## src/hw/rtl/cppm_pkg.sv

```systemverilog
// ----------------------------------------------------------------------------
// CPPM frame generator package
// Widths, reset values, register codes and structs shared by the modules.
// ----------------------------------------------------------------------------
`default_nettype none

package cppm_pkg;

   localparam int MAX_CHANNELS = 16;
   localparam int CH_IDX_W     = (MAX_CHANNELS > 1) ? $clog2(MAX_CHANNELS) : 1;
   localparam int SLOT_W       = $clog2(MAX_CHANNELS + 1);

   localparam int OPCODE_W      = 1;
   localparam int REQ_INDEX_W   = 4;
   localparam int CH_VALUE_W    = 12;
   localparam int SLOT_NUM_W    = 5;
   localparam int CH_COUNT_W    = 5;
   localparam int FRAME_LEN_W   = 16;
   localparam int PULSE_LEN_W   = 12;
   localparam int REMAIN_W      = 16;
   localparam int ELAPSED_W     = 17;
   localparam int CSR_INDEX_W   = 2;
   localparam int CSR_DATA_W    = 16;

   localparam logic [CH_COUNT_W-1:0]  RESET_CH_COUNT   = CH_COUNT_W'(12);
   localparam logic [FRAME_LEN_W-1:0] RESET_FRAME_LEN  = FRAME_LEN_W'(22500);
   localparam logic [PULSE_LEN_W-1:0] RESET_PULSE_LEN  = PULSE_LEN_W'(300);
   localparam logic                   RESET_POLARITY   = 1'b1;
   localparam logic [CH_VALUE_W-1:0]  RESET_CH_VALUE   = CH_VALUE_W'(1500);
   localparam logic [REMAIN_W-1:0]    RESET_REMAINING  = REMAIN_W'(50);

   typedef enum logic [OPCODE_W-1:0] {
      OP_TICK  = 1'b0,
      OP_WRITE = 1'b1
   } opcode_type;

   typedef enum logic [CSR_INDEX_W-1:0] {
      CSR_CHANNEL_COUNT = 2'd0,
      CSR_FRAME_PERIOD  = 2'd1,
      CSR_SEP_WIDTH     = 2'd2,
      CSR_POLARITY      = 2'd3
   } csr_index_type;

   typedef struct packed {
      logic [CH_COUNT_W-1:0]  channel_count;
      logic [FRAME_LEN_W-1:0] frame_period;
      logic [PULSE_LEN_W-1:0] sep_width;
      logic                   polarity;
   } cfg_type;

   typedef struct packed {
      logic                  enable;
      logic [CH_IDX_W-1:0]   index;
      logic [CH_VALUE_W-1:0] value;
   } store_write_type;

   typedef struct packed {
      logic                  pin_level;
      logic                  frame_start;
      logic [SLOT_NUM_W-1:0] slot_number;
   } rsp_item_type;

endpackage

`default_nettype wire

```

## src/hw/rtl/cppm_frame_generator.sv

```systemverilog
// ----------------------------------------------------------------------------
// CPPM frame generator
// Builds a combined PPM frame from one microsecond ticks and channel writes.
//
//   Channel   Direction  Handshake           Payload
//   req_      in         req_valid/ready     opcode, channel_index, value
//   rsp_      out        rsp_valid/ready     pin_level, frame_start, slot
//   csr_      in         csr_write_enable    csr_index, csr_write_data
//
// For each accepted request the slot timer steps on a tick and the
// response enters a two-entry output queue at the same clock edge.
// A response is offered once it reaches the head of the output queue.
// Requests are accepted while the output queue has room, so one waiting
// response does not stall the input side.
// Reset is synchronous and restores the registers and all channels to defaults.
// ----------------------------------------------------------------------------
`default_nettype none

module cppm_frame_generator (
   input  wire logic                               clock,
   input  wire logic                               reset,
   input  wire logic                               req_valid,
   output logic                                    req_ready,
   input  wire logic [cppm_pkg::OPCODE_W-1:0]      req_opcode,
   input  wire logic [cppm_pkg::REQ_INDEX_W-1:0]   req_channel_index,
   input  wire logic [cppm_pkg::CH_VALUE_W-1:0]    req_channel_value,
   output logic                                    rsp_valid,
   input  wire logic                               rsp_ready,
   output logic                                    rsp_pin_level,
   output logic                                    rsp_frame_start,
   output logic      [cppm_pkg::SLOT_NUM_W-1:0]    rsp_slot_number,
   input  wire logic                               csr_write_enable,
   input  wire logic [cppm_pkg::CSR_INDEX_W-1:0]   csr_index,
   input  wire logic [cppm_pkg::CSR_DATA_W-1:0]    csr_write_data
);
   import cppm_pkg::*;

   cfg_type         cfg_ff;
   logic            accept;
   logic            tick;
   store_write_type store_wr;
   logic [CH_IDX_W-1:0]   ch_index;
   logic [CH_VALUE_W-1:0] ch_value;
   rsp_item_type    timer_result;
   rsp_item_type    push_item;
   rsp_item_type    out_item;

   always_ff @(posedge clock) begin
      if (reset) begin
         cfg_ff.channel_count <= RESET_CH_COUNT;
         cfg_ff.frame_period  <= RESET_FRAME_LEN;
         cfg_ff.sep_width     <= RESET_PULSE_LEN;
         cfg_ff.polarity      <= RESET_POLARITY;
      end else if (csr_write_enable) begin
         case (csr_index_type'(csr_index))
            CSR_CHANNEL_COUNT: begin
               cfg_ff.channel_count <= csr_write_data[CH_COUNT_W-1:0];
            end
            CSR_FRAME_PERIOD: begin
               cfg_ff.frame_period <= csr_write_data[FRAME_LEN_W-1:0];
            end
            CSR_SEP_WIDTH: begin
               cfg_ff.sep_width <= csr_write_data[PULSE_LEN_W-1:0];
            end
            CSR_POLARITY: begin
               cfg_ff.polarity <= csr_write_data[0];
            end
            default: begin
            end
         endcase
      end
   end

   assign accept = req_valid && req_ready;
   assign tick   = accept && (opcode_type'(req_opcode) == OP_TICK);

   assign store_wr.enable = accept && (opcode_type'(req_opcode) == OP_WRITE) &&
                            (32'(req_channel_index) < MAX_CHANNELS);
   assign store_wr.index  = CH_IDX_W'(req_channel_index);
   assign store_wr.value  = req_channel_value;

   cppm_chan_store u_chan_store (
      .clock    (clock),
      .reset    (reset),
      .wr       (store_wr),
      .rd_index (ch_index),
      .rd_value (ch_value)
   );

   cppm_slot_timer u_slot_timer (
      .clock    (clock),
      .reset    (reset),
      .tick     (tick),
      .cfg      (cfg_ff),
      .ch_value (ch_value),
      .ch_index (ch_index),
      .result   (timer_result)
   );

   always_comb begin
      push_item             = timer_result;
      push_item.frame_start = timer_result.frame_start && tick;
   end

   cppm_rsp_buffer u_rsp_buffer (
      .clock     (clock),
      .reset     (reset),
      .push      (accept),
      .push_item (push_item),
      .has_room  (req_ready),
      .out_valid (rsp_valid),
      .out_ready (rsp_ready),
      .out_item  (out_item)
   );

   assign rsp_pin_level   = out_item.pin_level;
   assign rsp_frame_start = out_item.frame_start;
   assign rsp_slot_number = out_item.slot_number;

endmodule

`default_nettype wire

```

## src/hw/rtl/cppm_chan_store.sv

```systemverilog
// ----------------------------------------------------------------------------
// CPPM channel store
// Holds the width of every channel, written by requests and read by slot.
// ----------------------------------------------------------------------------
`default_nettype none

module cppm_chan_store (
   input  wire logic                             clock,
   input  wire logic                             reset,
   input  wire cppm_pkg::store_write_type        wr,
   input  wire logic [cppm_pkg::CH_IDX_W-1:0]    rd_index,
   output logic      [cppm_pkg::CH_VALUE_W-1:0]  rd_value
);
   import cppm_pkg::*;

   logic [CH_VALUE_W-1:0] store_ff [MAX_CHANNELS];

   always_ff @(posedge clock) begin
      if (reset) begin
         for (int i = 0; i < MAX_CHANNELS; i++) begin
            store_ff[i] <= RESET_CH_VALUE;
         end
      end else if (wr.enable) begin
         store_ff[wr.index] <= wr.value;
      end
   end

   assign rd_value = store_ff[rd_index];

endmodule

`default_nettype wire

```

## src/hw/rtl/cppm_slot_timer.sv

```systemverilog
// ----------------------------------------------------------------------------
// CPPM slot timer
// Counts down to each pulse and gap edge and walks the slots of a frame.
// ----------------------------------------------------------------------------
`default_nettype none

module cppm_slot_timer (
   input  wire logic                             clock,
   input  wire logic                             reset,
   input  wire logic                             tick,
   input  wire cppm_pkg::cfg_type                cfg,
   input  wire logic [cppm_pkg::CH_VALUE_W-1:0]  ch_value,
   output logic      [cppm_pkg::CH_IDX_W-1:0]    ch_index,
   output cppm_pkg::rsp_item_type                result
);
   import cppm_pkg::*;

   logic [REMAIN_W-1:0]  remaining_ff, remaining_in;
   logic                 pulse_next_ff, pulse_next_in;
   logic [SLOT_W-1:0]    slot_ff, slot_in;
   logic [ELAPSED_W-1:0] elapsed_ff, elapsed_in;
   logic                 level_ff, level_in;
   logic                 start;
   logic [SLOT_W-1:0]    active_slots;
   logic [ELAPSED_W:0]   used;
   logic [REMAIN_W-1:0]  gap;

   assign active_slots = (32'(cfg.channel_count) < MAX_CHANNELS) ?
                         SLOT_W'(cfg.channel_count) : SLOT_W'(MAX_CHANNELS);
   assign ch_index = slot_ff[CH_IDX_W-1:0];
   assign used = {1'b0, elapsed_ff} + (ELAPSED_W+1)'(cfg.sep_width);

   always_comb begin
      remaining_in  = remaining_ff;
      pulse_next_in = pulse_next_ff;
      slot_in       = slot_ff;
      elapsed_in    = elapsed_ff;
      level_in      = level_ff;
      start         = 1'b0;
      gap           = '0;
      if (tick) begin
         if (remaining_ff <= REMAIN_W'(1)) begin
            if (pulse_next_ff) begin
               level_in      = cfg.polarity;
               remaining_in  = (cfg.sep_width == '0) ?
                               REMAIN_W'(1) : REMAIN_W'(cfg.sep_width);
               pulse_next_in = 1'b0;
               start         = (slot_ff == '0);
            end else begin
               level_in      = ~cfg.polarity;
               pulse_next_in = 1'b1;
               if (slot_ff >= active_slots) begin
                  gap        = ((ELAPSED_W+1)'(cfg.frame_period) > used) ?
                               REMAIN_W'((ELAPSED_W+1)'(cfg.frame_period) - used) :
                               REMAIN_W'(1);
                  slot_in    = '0;
                  elapsed_in = '0;
               end else begin
                  gap        = (ch_value > cfg.sep_width) ?
                               REMAIN_W'(ch_value - cfg.sep_width) :
                               REMAIN_W'(1);
                  elapsed_in = elapsed_ff + ELAPSED_W'(ch_value);
                  slot_in    = slot_ff + SLOT_W'(1);
               end
               remaining_in  = gap;
            end
         end else begin
            remaining_in = remaining_ff - REMAIN_W'(1);
         end
      end
   end

   always_comb begin
      result.pin_level   = level_in;
      result.frame_start = start;
      if (!pulse_next_in) begin
         result.slot_number = SLOT_NUM_W'(slot_in);
      end else if (slot_in == '0) begin
         result.slot_number = SLOT_NUM_W'(cfg.channel_count);
      end else begin
         result.slot_number = SLOT_NUM_W'(slot_in - SLOT_W'(1));
      end
   end

   always_ff @(posedge clock) begin
      if (reset) begin
         remaining_ff  <= RESET_REMAINING;
         pulse_next_ff <= 1'b1;
         slot_ff       <= '0;
         elapsed_ff    <= '0;
         level_ff      <= ~RESET_POLARITY;
      end else begin
         remaining_ff  <= remaining_in;
         pulse_next_ff <= pulse_next_in;
         slot_ff       <= slot_in;
         elapsed_ff    <= elapsed_in;
         level_ff      <= level_in;
      end
   end

endmodule

`default_nettype wire

```

## src/hw/rtl/cppm_rsp_buffer.sv

```systemverilog
// ----------------------------------------------------------------------------
// CPPM response buffer
// Two-entry output queue that lets requests flow while a response waits.
// ----------------------------------------------------------------------------
`default_nettype none

module cppm_rsp_buffer (
   input  wire logic                    clock,
   input  wire logic                    reset,
   input  wire logic                    push,
   input  wire cppm_pkg::rsp_item_type  push_item,
   output logic                         has_room,
   output logic                         out_valid,
   input  wire logic                    out_ready,
   output cppm_pkg::rsp_item_type       out_item
);
   import cppm_pkg::*;

   rsp_item_type entry0_ff, entry1_ff;
   logic [1:0]   count_ff, count_in;
   logic         pop;

   assign pop       = out_valid && out_ready;
   assign has_room  = (count_ff != 2'd2);
   assign out_valid = (count_ff != 2'd0);
   assign out_item  = entry0_ff;
   assign count_in  = count_ff + {1'b0, push} - {1'b0, pop};

   always_ff @(posedge clock) begin
      if (reset) begin
         count_ff <= '0;
      end else begin
         count_ff <= count_in;
      end
   end

   always_ff @(posedge clock) begin
      if (pop) begin
         if (count_ff == 2'd2) begin
            entry0_ff <= entry1_ff;
         end else if (push) begin
            entry0_ff <= push_item;
         end
      end else if (push) begin
         if (count_ff == 2'd0) begin
            entry0_ff <= push_item;
         end else begin
            entry1_ff <= push_item;
         end
      end
   end

endmodule

`default_nettype wire

```

## config.mk

```make
export PLATFORM = sky130hd
export DESIGN_NAME = cppm_frame_generator
export DESIGN_NICKNAME = d
export VERILOG_FILES = /design/src/hw/rtl/cppm_pkg.sv /design/src/hw/rtl/cppm_frame_generator.sv /design/src/hw/rtl/cppm_chan_store.sv /design/src/hw/rtl/cppm_slot_timer.sv /design/src/hw/rtl/cppm_rsp_buffer.sv
export SDC_FILE = /design/constraint.sdc
export NUM_CORES = 1
export LEC_CHECK = 0
export ABC_AREA = 1
export BUFFER_PORTS_ARGS = -buffer_cell sky130_fd_sc_hd__buf_2
export CAP_MARGIN = 20
export CORE_MARGIN = 2
export CORE_UTILIZATION = 30
export CTS_BUF_LIST = sky130_fd_sc_hd__clkbuf_2
export CTS_CLUSTER_DIAMETER = 100
export DETAILED_ROUTE_END_ITERATION = 12
export PLACE_DENSITY = 0.56
export SLEW_MARGIN = 10
export SYNTH_ARGS = -nofsm -noshare
export SYNTH_HDL_FRONTEND = slang
export SYNTH_SLANG_ARGS = --single-unit
```

## constraint.sdc

```tcl
create_clock -name clock -period 3.54 [get_ports clock]
set_clock_uncertainty 0.2 [all_clocks]
set_input_delay 0.177 -clock clock [delete_from_list [all_inputs] [get_ports clock]]
set_output_delay 0.177 -clock clock [all_outputs]
set_load 0.02 [all_outputs]
```

==> results_dict.tcl <==
set metrics [dict create \
    setup_viol 0 \
    ir_worst_vdd_mv 0.220 \
    drc 0 \
    use_met2_pct 31.7 \
    ios 49 \
    worstSetupEndpointType "flip-flop" \
    cap_violations 0 \
    cts_root_buffer "clkbuf_2" \
    grt.busiest_layer "met2" \
    syn_area_um2 15600 \
    die_y_um 232 \
    fin_tns_setup_ps 0 \
    numCtsBuffers 78 \
    sequentialPowerShare_pct 50.7 \
    max_stage_delay_ps 410 \
    start_util_pct 30.4 \
    cts_sinks 282 \
    crit_arrival_ps 4190 \
    crit_type "flip-flop to flip-flop" \
    first_global_vias 14500 \
    hp-start "req_channel_index[1]" \
    cts_tree "done" \
    synthTopCellsByCount "nand2_1, nor2_1, edfxtp_1, o21ai_0, inv_1" \
    cts_max_level 3 \
    p_leak_nw 8.03 \
    hold_class "primary input to flip-flop" \
    vias_per_cell 4.95 \
    ant_nets 0 \
    yosys.cell_types.count 48 \
    row_count 83 \
    postSynthAreaPerCell_um2 8.33 \
    layout.nets 2341 \
    status "finished clean" \
    post-route-util_pct 40.1 \
    drt_iter0_drc 1153 \
    slew_headroom_pct 48.9 \
    vias 14700 \
    synth.net_count 1987 \
    p_comb_share_pct 16.6 \
    pwr_density_cell_nw_per_um2 358 \
    die_area_um2 54000 \
    yosysMostFrequentCell "nand2_1" \
    use_met1_pct 23.3 \
    async_flop_share_pct 0 \
    crit_fanout 5 \
    crit_required_ps 4220 \
    wl_um 50900 \
    p_switching_w 0.00232 \
    syn_to_final_growth_pct 32.0 \
    core_um2 51400 \
    ys_ff_latch 282 \
    power.share.clock_pct 32.7 \
    max_freq_mhz 285 \
    yosysTopAreaCell "edfxtp_1" \
    antenna_found_initial 2 \
    wl_per_cell_um 17.1 \
    globalplace.congestion 0.947 \
    netlist_instances 1878 \
    place_hpwl_um 35600 \
    maxSlewViolCount 0 \
    switching_share_pct 31.4 \
    worstSkewPairLatency_ps 1070 \
    dr.pass1.iters 6 \
    finalCritPeriodShare_pct 99.2 \
    r2r_start "u_slot_timer.elapsed_ff[0]$_SDFFE_PP0P_" \
    drive_gt1_share_pct 22.5 \
    met3_usage_pct 3.70 \
    finalHoldViolCount 0 \
    fillers 5214 \
    cell_internal_pwr_w 0.00507 \
    crit_start "u_slot_timer.elapsed_ff[0]$_SDFFE_PP0P_" \
    grt_first_pass_wirelength_um 78200 \
    worstSetupStartpointType "flip-flop" \
    dieWidth_um 232 \
    grt_start_max_net_pins 47 \
    ctsLongestPathBuffers 3 \
    synth-main-ff-cell "edfxtp_1" \
    path_clk_slew_ps 100 \
    rsz0062_at_grt "yes" \
    yosys-top-cells-area "edfxtp_1, nand2_1, dfxtp_1" \
    power.total_w 0.00739 \
    finalCriticalPeriod_ps 3510 \
    seq_area_frac_synth_pct 49.3 \
    yosys.area.top_type_share_pct 39.6 \
    overflow 0 \
    ys_warn_count 0 \
    critical_path.slowest_cell "fa_2" \
    tightest_slew_ps 760 \
    port_buffers 48 \
    grt_usage_pct 18.6 \
    synth_edf_count 206 \
]
-- registers in the layout (all words and copies together), names as in the netlist --
name and flops:
cfg_ff 34, u_chan_store.store_ff 192, u_rsp_buffer.count_ff 2, u_rsp_buffer.entry1_ff 7, u_rsp_buffer.out_item 7, u_slot_timer.elapsed_ff 17, u_slot_timer.level_ff 1, u_slot_timer.pulse_next_ff 1
u_slot_timer.remaining_ff 16, u_slot_timer.slot_ff 5
-- placed cells by master, fill, tap and decap left out, types with 33 or more instances in the layout --
cell	instances
a21oi_1	99
buf_2	48
buf_4	162
clkbuf_2	112
dfxtp_1	69
dlygate4sd3_1	110
edfxtp_1	206
ha_1	49
inv_1	145
nand2_1	392
nand3_1	68
nor2_1	286
o21ai_0	147
o21ai_1	33
-- worst paths after layout --
check / depth (start not counted) / to / slack, ps
min: 6 / u_chan_store.store_ff[13][6]$_SDFFCE_PN1P_ / 100
max reg2reg: 25 / u_slot_timer.remaining_ff[9]$_SDFFE_PP0P_ / 30
max: 25 / u_slot_timer.remaining_ff[9]$_SDFFE_PP0P_ / 30
min reg2reg: 2 / cfg_ff[30]$_SDFFE_PP0P_ / 300
-- power by group through the flow --
stage          sequential, W  combinational (W)  clock, W
6_report             0.00374            0.00123   0.00242
3_5_place_dp         0.00382            0.00105         0
2_1_floorplan        0.00384           0.000615         0
5_1_grt              0.00376            0.00135   0.00265
4_1_cts              0.00374            0.00115   0.00249
3_3_place_gp         0.00381            0.00105         0
-- kinds of logic after synthesis --
logic type | synth area share [%]
compound gates | 14.3
xor+xnor | 2.58
fa+ha+maj | 5.71
buf+inv | 5.65
flops | 49.3
simple gates | 22.5
-- metal layers --
layer | part of all wire [%] | vias up
met5 | 0 | -
met3 | 5.0 | 115
li1 | - | 7170
met1 | 43 | 7005
met4 | 3.0 | 0
met2 | 49 | 403
-- per-stage QoR --
step	std cells	worst slack, ps	hold slack, ps	cell area [um2]
final	2970	29.6	103	20600
after global routing	2970	-174	75.5	20600
after CTS	2947	0.881	0.802	19800
after detailed placement	2700	-245	196	17900
after global placement	2700	-202	197	17900
after floorplan	1878	38.9	103	15600
-- timing repair --
item | CTS | global route
pin swaps | 11 | 50
endpoints found under the hold margin | 399 | 0
endpoints found under the setup margin | 20 | 38
gates resized for setup | 29 | 153
gates cloned | 0 | 6
hold buffers | 110 | 0
buffers inserted | 3 | 13
-- area by class of cell --
cell class,instances,area (um2),share of cell area [%]
clock buffers,112,561,2.72
repair buffers,346,3030,14.7
well taps,680,851,4.12
inverters,159,613,2.97
clock inverters,22,131,0.637
diodes,4,10.0,0.0485
multi-input cells,1365,7720,37.4
flip-flops and latches,282,7720,37.4
-- critical path, delay by kind of cell (launching register included) --
kind                     cells  cell delay (ps)
adder cells (fa/ha/maj)      3              880
buffers and inverters        2              190
XOR/XNOR                     1              160
AND/OR/NAND/NOR             14             1020
flip-flops                   1              350
AO/OA/AOI/OAI                5              580
Note: power is estimated with default switching activity, not from simulation.
